--- src/rtl/core/sab_pkg.sv ---
// Shared types, key codes and translation tables for the scancode buffer.
package sab_pkg;

  localparam int BUFFER_DEPTH_DEF = 256;

  localparam logic [7:0] PREFIX_EXT = 8'hE0;
  localparam logic [6:0] KEY_LSHIFT = 7'h2A;
  localparam logic [6:0] KEY_RSHIFT = 7'h36;
  localparam logic [6:0] KEY_CAPS   = 7'h3A;
  localparam int         BREAK_BIT  = 7;

  localparam logic [7:0] LOWER_A    = 8'h61;
  localparam logic [7:0] LOWER_Z    = 8'h7A;
  localparam logic [7:0] CASE_DELTA = 8'h20;

  // Command handed from the classifier to the buffer side
  typedef struct packed {
    logic       is_read;
    logic       has_char;
    logic [7:0] ch;
  } sab_cmd_t;

  // Unshifted German layout, make codes 0x00 to 0x3F
  localparam logic [7:0] BASE_MAP [64] = '{
    8'h00, 8'h1B, 8'h31, 8'h32, 8'h33, 8'h34, 8'h35, 8'h36,
    8'h37, 8'h38, 8'h39, 8'h30, 8'hDF, 8'hB4, 8'h08, 8'h09,
    8'h71, 8'h77, 8'h65, 8'h72, 8'h74, 8'h7A, 8'h75, 8'h69,
    8'h6F, 8'h70, 8'hFC, 8'h2B, 8'h0A, 8'h00, 8'h61, 8'h73,
    8'h64, 8'h66, 8'h67, 8'h68, 8'h6A, 8'h6B, 8'h6C, 8'hF6,
    8'hE4, 8'h5E, 8'h00, 8'h23, 8'h79, 8'h78, 8'h63, 8'h76,
    8'h62, 8'h6E, 8'h6D, 8'h2C, 8'h2E, 8'h2D, 8'h00, 8'h2A,
    8'h00, 8'h20, 8'h00, 8'h00, 8'h00, 8'h00, 8'h00, 8'h00
  };

  // Shifted German layout, make codes 0x00 to 0x3F
  localparam logic [7:0] SHIFT_MAP [64] = '{
    8'h00, 8'h00, 8'h21, 8'h22, 8'hA7, 8'h24, 8'h25, 8'h26,
    8'h2F, 8'h28, 8'h29, 8'h3D, 8'h3F, 8'h60, 8'h08, 8'h09,
    8'h51, 8'h57, 8'h45, 8'h52, 8'h54, 8'h5A, 8'h55, 8'h49,
    8'h4F, 8'h50, 8'hDC, 8'h2A, 8'h0A, 8'h00, 8'h41, 8'h53,
    8'h44, 8'h46, 8'h47, 8'h48, 8'h4A, 8'h4B, 8'h4C, 8'hD6,
    8'hC4, 8'h60, 8'h00, 8'h27, 8'h59, 8'h58, 8'h43, 8'h56,
    8'h42, 8'h4E, 8'h4D, 8'h3B, 8'h3A, 8'h5F, 8'h00, 8'h2A,
    8'h00, 8'h20, 8'h00, 8'h00, 8'h00, 8'h00, 8'h00, 8'h00
  };

endpackage

--- src/rtl/core/sab_ram.sv ---
// Generic single-write, single-read RAM with registered read data.
module sab_ram #(
  parameter int WIDTH = 8,
  parameter int DEPTH = 256
) (
  input  logic                     clk,
  input  logic                     wr_en,
  input  logic [$clog2(DEPTH)-1:0] wr_addr,
  input  logic [WIDTH-1:0]         wr_data,
  input  logic                     rd_en,
  input  logic [$clog2(DEPTH)-1:0] rd_addr,
  output logic [WIDTH-1:0]         rd_data
);

  logic [WIDTH-1:0] mem [DEPTH];

  always_ff @(posedge clk) begin
    if (wr_en) begin
      mem[wr_addr] <= wr_data;
    end
    if (rd_en) begin
      rd_data <= mem[rd_addr];
    end
  end

endmodule

--- src/rtl/core/sab_front.sv ---
// Front end: tracks shift and caps lock and turns each transaction into a command.
module sab_front (
  input  logic              clk,
  input  logic              rst,
  input  logic              take,
  input  logic              action,
  input  logic [7:0]        scancode,
  output sab_pkg::sab_cmd_t cmd
);
  import sab_pkg::*;

  logic       shift_held, shift_held_next;
  logic       caps_locked, caps_locked_next;
  logic [5:0] idx;
  logic [7:0] base_ch;
  logic [7:0] shift_ch;
  logic       in_table;
  logic       is_shift_key;

  assign idx          = scancode[5:0];
  assign base_ch      = BASE_MAP[idx];
  assign shift_ch     = SHIFT_MAP[idx];
  assign in_table     = (scancode[7:6] == 2'b00);
  assign is_shift_key = (scancode[6:0] == KEY_LSHIFT) || (scancode[6:0] == KEY_RSHIFT);

  always_comb begin
    shift_held_next  = shift_held;
    caps_locked_next = caps_locked;
    cmd.is_read      = action;
    cmd.has_char     = 1'b0;
    cmd.ch           = base_ch;
    if (!action) begin
      if (scancode == PREFIX_EXT) begin
        // extended prefix: ignore
      end else if (scancode[BREAK_BIT]) begin
        if (is_shift_key) begin
          shift_held_next = 1'b0;
        end
      end else if (is_shift_key) begin
        shift_held_next = 1'b1;
      end else if (scancode[6:0] == KEY_CAPS) begin
        caps_locked_next = !caps_locked;
      end else if (in_table && base_ch != 8'h00) begin
        if (shift_held) begin
          cmd.has_char = (shift_ch != 8'h00);
          cmd.ch       = shift_ch;
        end else begin
          cmd.has_char = 1'b1;
          // caps lock only raises letters
          if (caps_locked && base_ch >= LOWER_A && base_ch <= LOWER_Z) begin
            cmd.ch = base_ch - CASE_DELTA;
          end
        end
      end
    end
  end

  always_ff @(posedge clk) begin
    if (rst) begin
      shift_held  <= 1'b0;
      caps_locked <= 1'b0;
    end else if (take) begin
      shift_held  <= shift_held_next;
      caps_locked <= caps_locked_next;
    end
  end

endmodule

--- src/rtl/core/sab_cmd_queue.sv ---
// Two-entry command queue between the front end and the buffer side.
module sab_cmd_queue (
  input  logic              clk,
  input  logic              rst,
  input  logic              push,
  input  sab_pkg::sab_cmd_t push_cmd,
  output logic              full,
  input  logic              pop,
  output logic              head_valid,
  output sab_pkg::sab_cmd_t head_cmd
);
  import sab_pkg::*;

  sab_cmd_t   slots [2];
  logic       wr_ptr;
  logic       rd_ptr;
  logic [1:0] count, count_next;
  logic       do_push;
  logic       do_pop;

  assign full       = (count == 2'd2);
  assign head_valid = (count != 2'd0);
  assign head_cmd   = slots[rd_ptr];
  assign do_push    = push && !full;
  assign do_pop     = pop && head_valid;

  always_comb begin
    count_next = count;
    if (do_push && !do_pop) begin
      count_next = count + 2'd1;
    end else if (do_pop && !do_push) begin
      count_next = count - 2'd1;
    end
  end

  always_ff @(posedge clk) begin
    if (do_push) begin
      slots[wr_ptr] <= push_cmd;
    end
  end

  always_ff @(posedge clk) begin
    if (rst) begin
      wr_ptr <= 1'b0;
      rd_ptr <= 1'b0;
      count  <= 2'd0;
    end else begin
      if (do_push) begin
        wr_ptr <= !wr_ptr;
      end
      if (do_pop) begin
        rd_ptr <= !rd_ptr;
      end
      count <= count_next;
    end
  end

endmodule

--- src/rtl/core/sab_back.sv ---
// Back end: ring buffer of characters, read port and result register.
module sab_back #(
  parameter int BUFFER_DEPTH = sab_pkg::BUFFER_DEPTH_DEF
) (
  input  logic              clk,
  input  logic              rst,
  input  logic              head_valid,
  input  sab_pkg::sab_cmd_t head_cmd,
  output logic              pop,
  output logic              out_valid,
  input  logic              out_stall,
  output logic              char_valid,
  output logic [7:0]        character,
  output logic              dropped,
  output logic              available
);
  import sab_pkg::*;

  localparam int PTR_W = $clog2(BUFFER_DEPTH);

  logic [PTR_W-1:0] wp, wp_next, wp_inc;
  logic [PTR_W-1:0] rp, rp_next, rp_inc;
  logic             rd_ok, wr_ok, wr_drop;
  logic             p_valid;
  logic             p_char_valid, p_dropped, p_available;
  logic             p_adv;
  logic [7:0]       rd_data;

  function automatic logic [PTR_W-1:0] ptr_inc(input logic [PTR_W-1:0] p);
    return (p == PTR_W'(BUFFER_DEPTH - 1)) ? '0 : p + 1'b1;
  endfunction

  assign p_adv  = p_valid && (!out_valid || !out_stall);
  assign pop    = head_valid && (!p_valid || p_adv);
  assign wp_inc = ptr_inc(wp);
  assign rp_inc = ptr_inc(rp);

  always_comb begin
    rd_ok   = head_cmd.is_read && (rp != wp);
    wr_drop = !head_cmd.is_read && head_cmd.has_char && (wp_inc == rp);
    wr_ok   = !head_cmd.is_read && head_cmd.has_char && (wp_inc != rp);
    rp_next = rd_ok ? rp_inc : rp;
    wp_next = wr_ok ? wp_inc : wp;
  end

  sab_ram #(
    .WIDTH (8),
    .DEPTH (BUFFER_DEPTH)
  ) u_store (
    .clk     (clk),
    .wr_en   (pop && wr_ok),
    .wr_addr (wp),
    .wr_data (head_cmd.ch),
    .rd_en   (pop && rd_ok),
    .rd_addr (rp),
    .rd_data (rd_data)
  );

  always_ff @(posedge clk) begin
    if (pop) begin
      p_char_valid <= rd_ok;
      p_dropped    <= wr_drop;
      p_available  <= (rp_next != wp_next);
    end
    if (p_adv) begin
      char_valid <= p_char_valid;
      character  <= p_char_valid ? rd_data : 8'h00;
      dropped    <= p_dropped;
      available  <= p_available;
    end
  end

  always_ff @(posedge clk) begin
    if (rst) begin
      wp        <= '0;
      rp        <= '0;
      p_valid   <= 1'b0;
      out_valid <= 1'b0;
    end else begin
      if (pop) begin
        wp <= wp_next;
        rp <= rp_next;
      end
      // hold the read stage until the result register frees up
      if (pop) begin
        p_valid <= 1'b1;
      end else if (p_adv) begin
        p_valid <= 1'b0;
      end
      if (p_adv) begin
        out_valid <= 1'b1;
      end else if (!out_stall) begin
        out_valid <= 1'b0;
      end
    end
  end

endmodule

--- src/rtl/core/scancode_to_ascii_buffered_core.sv ---
// Top level of the set 1 scancode translator with character buffer.
//
// Input channel (in_valid / in_stall): action = 0 carries a scancode byte,
// action = 1 asks for one buffered character. Every input transaction gives
// exactly one result transaction on the output channel (out_valid /
// out_stall) carrying char_valid, character, dropped and available.
// Throughput: one transaction per cycle while out_stall does not hold the
// result path; the front end classifies and queues a command, the back end
// does one buffer access per cycle through a RAM with registered read data,
// then loads the result register.
// A two-entry command queue separates the sides; in_stall rises only when it
// is full, which happens when out_stall holds the result path.
// A full buffer keeps BUFFER_DEPTH - 1 characters; new ones are dropped.
// Reset clears the pointers, the shift and caps lock flags and the stage valids;
// buffer contents are not cleared and need no clearing pass.
// While out_valid and out_stall are high the result register holds its value.
module scancode_to_ascii_buffered_core #(
  parameter int BUFFER_DEPTH = sab_pkg::BUFFER_DEPTH_DEF
) (
  input  logic       clk,
  input  logic       rst,
  input  logic       in_valid,
  output logic       in_stall,
  input  logic       action,
  input  logic [7:0] scancode,
  output logic       out_valid,
  input  logic       out_stall,
  output logic       char_valid,
  output logic [7:0] character,
  output logic       dropped,
  output logic       available
);
  import sab_pkg::*;

  sab_cmd_t front_cmd;
  sab_cmd_t head_cmd;
  logic     q_full;
  logic     head_valid;
  logic     pop;
  logic     take;

  assign in_stall = q_full;
  assign take     = in_valid && !q_full;

  sab_front u_front (
    .clk      (clk),
    .rst      (rst),
    .take     (take),
    .action   (action),
    .scancode (scancode),
    .cmd      (front_cmd)
  );

  sab_cmd_queue u_queue (
    .clk        (clk),
    .rst        (rst),
    .push       (take),
    .push_cmd   (front_cmd),
    .full       (q_full),
    .pop        (pop),
    .head_valid (head_valid),
    .head_cmd   (head_cmd)
  );

  sab_back #(
    .BUFFER_DEPTH (BUFFER_DEPTH)
  ) u_back (
    .clk        (clk),
    .rst        (rst),
    .head_valid (head_valid),
    .head_cmd   (head_cmd),
    .pop        (pop),
    .out_valid  (out_valid),
    .out_stall  (out_stall),
    .char_valid (char_valid),
    .character  (character),
    .dropped    (dropped),
    .available  (available)
  );

endmodule

--- config.mk ---
export PLATFORM = sky130hd
export DESIGN_NAME = scancode_to_ascii_buffered_core
export DESIGN_NICKNAME = d
export VERILOG_FILES = /design/src/rtl/core/sab_pkg.sv /design/src/rtl/core/sab_ram.sv /design/src/rtl/core/sab_front.sv /design/src/rtl/core/sab_cmd_queue.sv /design/src/rtl/core/sab_back.sv /design/src/rtl/core/scancode_to_ascii_buffered_core.sv
export SDC_FILE = /design/constraint.sdc
export NUM_CORES = 2
export LEC_CHECK = 0
export ABC_CLOCK_PERIOD_IN_PS = 3800
export BUFFER_PORTS_ARGS = -buffer_cell sky130_fd_sc_hd__buf_2
export CAP_MARGIN = 0
export CORE_ASPECT_RATIO = 1.5
export CORE_UTILIZATION = 31
export DETAILED_ROUTE_END_ITERATION = 8
export HOLD_SLACK_MARGIN = 0.05
export PLACE_DENSITY = 0.5
export SLEW_MARGIN = 20
export SYNTH_ARGS = -nofsm -noshare
export SYNTH_HDL_FRONTEND = slang
export SYNTH_SLANG_ARGS = --single-unit
--- constraint.sdc ---
create_clock -name clk -period 3.8 [get_ports clk]
set_input_delay 0.57 -clock clk [delete_from_list [all_inputs] [get_ports clk]]
set_output_delay 0.57 -clock clk [all_outputs]
set_load 0.005 [all_outputs]
[Word level (Yosys, flattened, before mapping)]
Memory sizes are Yosys's and may differ from the RTL's. A register that Yosys moved wholly into a read port is not among the register bits.
Index checks and enable logic that the tools add are counted.
Storage, ports and cells
  input port bits: 13
  flip-flop bits (word level): 38
  memories: 4
  output and inout port bits: 13
  RAM bits: 2068
  memory bits (read-only): 1024
Operators by class
  mux-type cells: 31
  eq/ne operators: 12
  bitwise gates (word level): 5
  add/subtract/negate cells: 5
  magnitude comparators: 3
  reductions and logical operators: 37
Memory list
  u_back.u_store.mem: words 256, bits a word 8, read ports 1, clocked after Yosys merged registers in 1, write ports 1, line sab_ram.sv:15  | logic [WIDTH-1:0] mem [DEPTH];
  (name not given): words 64, bits a word 8, read ports 1, clocked after Yosys merged registers in 0, write ports 0, line sab_front.sv:21  | assign base_ch = BASE_MAP[idx];
  (name not given): words 64, bits a word 8, read ports 1, clocked after Yosys merged registers in 0, write ports 0, line sab_front.sv:22  | assign shift_ch = SHIFT_MAP[idx];
  u_queue.slots: words 2, bits a word 10, read ports 1, clocked after Yosys merged registers in 1, write ports 1, line sab_cmd_queue.sv:14  | sab_cmd_t slots [2];
Operators with widths (number)
  2-to-1 mux 8 bit: 9
  2-to-1 mux 9 bit: 7
  == test 8 bit, second input constant: 3
  != test 8 bit: 3
  == test 7 x 6 -> 1 bit, second input constant: 3
  adder 8 x 1 -> 8 bit, second input constant: 2
  logical AND 1 bit: 16
  nonzero test 8 bit: 2
  2-to-1 mux 1 bit: 13
  logical NOT 1 bit: 10
  == test 8 bit: 1
  greater-or-equal comparator 8 x 7 -> 1 bit, second input constant: 1
  <= comparator 8 x 7 -> 1 bit, second input constant: 1
  subtractor 8 x 6 -> 8 bit, second input constant: 1
  greater-or-equal comparator 7 bit, second input constant: 1
  inverter 6 -> 7 bit: 1
  AND reduction 6 bit: 1
  nonzero test 2 bit: 3
  2-to-1 mux 2 bit: 2
  inverter 1 bit: 4
  AND reduction 4 bit: 1
  logical OR 1 bit: 3
  adder 2 x 1 -> 2 bit, second input constant: 1
  == test 2 bit, second input constant: 1
  3 further kinds: 3

[Logic depth before layout (Yosys ltp)]
  depth after elaboration: 15
  gate-level depth with buffers: 14
  gate-level depth less buffers: 10

[By module]
From an unflattened synthesis, not the netlist that was laid out.
Unflattened totals
  cells, all modules: 4288
  area, all modules: 84350.9 µm²
Modules (own cells, without submodules)
  sab_ram: seq. area each 61739.2 µm², times used 1, area an instance 79636.4 µm², cells an instance 3733
  sab_back: seq. area each 780.7 µm², times used 1, area an instance 2120.8 µm², cells an instance 244
  sab_front: seq. area each 40.0 µm², times used 1, area an instance 1641.6 µm², cells an instance 254
  sab_cmd_queue: seq. area each 700.7 µm², times used 1, area an instance 938.4 µm², cells an instance 56
  scancode_to_ascii_buffered_core: seq. area each 0.0 µm², times used 1, area an instance 13.8 µm², cells an instance 1

[Least setup slack after synthesis]
Ideal clock, no wire load.
  path type: input to register
  start point: input scancode[0]
  end point: memory u_queue.slots[0][6] (netlist name), data pin
  library setup time: 0.270 ns
  stages on the path: 13
  required time: 3.530 ns
  arrival: 3.481 ns
  setup slack: 0.049 ns
  buffers on the path: 3
  cell sequence: buf_6 > inv_1 > ha_1 > buf_2 > and2_4 > or3_1 > a31o_1 > a222oi_1 > or4b_1 > o211a_1 > buf_6 > and2_0 > or3_1
RTL lines
  from (decl): line scancode_to_ascii_buffered_core.sv:25  | input logic [7:0] scancode,
  to (decl): line sab_cmd_queue.sv:14

[Worst setup path in the final report]
  start point: register u_back.rp[0]
  end point: register u_back.u_store.rd_data[3] (read register of u_back.u_store.mem), data pin
Between the ends
  word-level cells in the longest chain between the ends: 3
Ends and longest elaborated chain
  from (decl): line sab_back.sv:22  | logic [PTR_W-1:0] rp, rp_next, rp_inc;
  from (signal assigned): line sab_back.sv:82  | rp <= rp_next;
  != test 8 bit: line sab_back.sv:39  | rd_ok = head_cmd.is_read && (rp != wp);
  logical AND 1 bit: line sab_back.sv:39
  logical AND 1 bit: line sab_back.sv:54  | .rd_en (pop && rd_ok),
  to (decl): line sab_ram.sv:12  | output logic [WIDTH-1:0] rd_data
Several ways; a longest one is shown, not always the timed one.
A chain may end at the register's enable or synchronous reset.

==> results.cfg <==
[global_routing]
grt_pass1_vias = 41200
grt_max_degree = 152
track_usage_pct = 16.1
grt_pass1_wl_mm = 314
antenna_found_initial = 6
grt_remaining_overflow = 0

[pwr]
power_density_nw_per_um2 = 603
finalPower_uw = 57800
p_leak_uw = 0.0285
vdd_drop_max_mv = 0.421

[timing]
worstMarginPinSlew_ns = 1.10
hold_viol_final = 0
fin_crit_ns = 3.54
setup_violations = 0
timing.final.crit_share_pct = 93.2
max_freq_mhz = 282
finalMaxSlewViolations = 0
skew_ns = 0.0382
relSlewSlack_pct = 26.9
rsz0062_at_grt = yes

[worst_setup_path]
end_kind = register
worstPathArrival_ns = 4.12
cp.required_ns = 4.37
start_kind = register
reg2reg_from = u_back.rp[0]
r2r_cells = 9
worstSetupStartpoint = u_back.rp[0]
worst-path-max-fanout = 17
crit_type = register to register
rrSetupSlack_ns = 0.26
reg2reg_to = u_back.u_store.rd_data[3]

[synthesis]
netlist_area_um2 = 83600
ys_top_cells_by_count = edfxtp_1 (2,090), mux4_2 (673), nor2_1 (319), clkbuf_1 (136), nand2_1 (67)
yosysTopAreaCell = edfxtp_1
avgSynthCellArea_um2 = 22.0
synth-seq-cells = 2115
ys_warn_count = 0
yosysMostFrequentCell = edfxtp_1
syn_inst = 3805
synth_edf_count = 2090
ys_seq_area_share_pct = 75.6
synthArstFlopShare_pct = 0
syn_nets = 3832
synth_cell_types = 74
ys.flop_type = edfxtp_1
yosys.area.top_type_share_pct = 75.0
synthTopCellsByArea = edfxtp_1 (75%), mux4_2 (18%), nor2_1 (1.4%)

[final_layout]
area_delta_synth_final_pct = 14.8
layout-drive-gt1-share_pct = 30.1
instances_no_fill = 7711
layout.nets = 4066
post-route-util_pct = 35.7

[detailed_routing]
wl_per_cell_um = 28.4
wl_mm = 219
vias = 38700
ant_nets = 0
dr.pass1.iters = 5
viasPerCell = 5.02
drt_iter0_drc = 2995
route.detailed.drc = 0

[placement]
io_buffers = 25
gp_congestion = 0.909
dp.cells = 7364
hpwl_mm = 141

[min_path]
whs_endpoint = u_front.caps_locked
hp-class = input pin to register
hold_start = scancode[6]
hold-path-cell-count = 5

[job]
maxCapViolCount = 0

[floorplan]
dieArea_um2 = 272000
dieWidth_um = 426
start_util_pct = 31.1
fp.dieH_um = 638
core_um2 = 268000
num_rows = 233
ioPinCount = 26

[clocking]
cts.htree.levels = 4
cts_root_buffer = clkbuf_16
cts_max_path_buffers = 4
cts_buffers = 193
insertion_delay_ns = 0.86
cts.sinks = 2115
cts_tree = built
path_clk_slew_ns = 0.07

[outcome]
outcome = complete, no violations
[final cells by class]
class,instances,area (µm²)
Tap cell,3525,4410
Multi-Input combinational cell,1433,19500
Fill cell,24500,173000
Sequential cell,2115,63300
Antenna cell,2,5.00
Clock buffer,235,5090
Inverter,21,86.3
Timing Repair Buffer,275,2660
Clock inverter,105,965
[per-layer routing]
layer  GRT usage (%)  vias up  wire (µm)
met1            18.7    21100      82300
met2            30.6      844     123000
met4            5.03        0       6720
met5               0        -          0
met3            1.56      304       6930
li1                -    16400          -
[cells by family after synthesis]
logic type,share of synthesized area (%)
AND/OR/NAND/NOR,2.77
XOR/XNOR,0.325
AO/OA/AOI/OAI,1.36
multiplexers,18.4
adder cells (fa/ha/maj),0.209
flip-flops,75.6
buffers and inverters,1.27
[worst max path at each step]
| stage | endpoint |
|---|---|
| 3_5_place_dp | u_queue.slots[1][6] |
| 6_report | u_back.u_store.rd_data[3] |
| 4_1_cts | u_back.u_store.mem[148][4] |
| 2_1_floorplan | u_queue.slots[0][6] |
| 5_1_grt | u_back.u_store.mem[198][2] |
| 3_3_place_gp | u_queue.slots[0][6] |
[sequential cells by signal, summed over array words and instances, names as in the netlist, 2 cells and up, named ones only]
signal	flops
u_back.u_store.rd_data	8
u_back.rp	8
u_queue.slots	20
u_back.character	8
u_back.wp	8
u_back.u_store.mem	2048
u_queue.count	2
[worst max-delay path, stage by stage (launching register included)]
cell and delay, ns:
dfxtp_4 0.44, buf_12 0.20, buf_4 0.22, buf_12 0.20, mux4_2 0.53, mux4_2 0.58, mux4_2 0.57, a22oi_1 0.24
buf_4 0.20, nand2_1 0.08
[stage by stage]
stage	area (µm²)	setup slack (ns)	hold WS [ns]	setup TNS [ns]
6_report	96000	0.257	0.209	0
5_1_grt	96000	-0.0504	0.195	-1.21
4_1_cts	95900	0.221	0.158	0
3_5_place_dp	89800	0.0736	0.418	0
3_3_place_gp	89800	0.0453	0.411	0
2_1_floorplan	83600	0.0491	0.400	0
[cells in the final DEF (no fill, tap or decap), drive strengths merged, types with 25 or more instances in the layout]
cell type / Yosys / routed
o21ai: 32 / 32
mux4: 673 / 673
clkbuf: 136 / 235
dfxtp: 25 / 25
a21oi: 33 / 33
buf: 100 / 272
nand2: 67 / 67
nor2: 319 / 319
clkinv: 4 / 79
nand3: 33 / 33
edfxtp: 2090 / 2090
[power by group]
group	internal [µW]	total, µW	switching [µW]
logic	3910	10300	6410
clock network	10700	19200	8570
registers	28200	28300	122
[timing repair]
action | CTS | global route
endpoints found under the hold margin | 5 | 0
hold buffers | 3 | 0
setup endpoints to repair | 0 | 47
gates resized for setup | 0 | 2
buffers inserted | 0 | 0
Power figures use the tool's default switching activity.
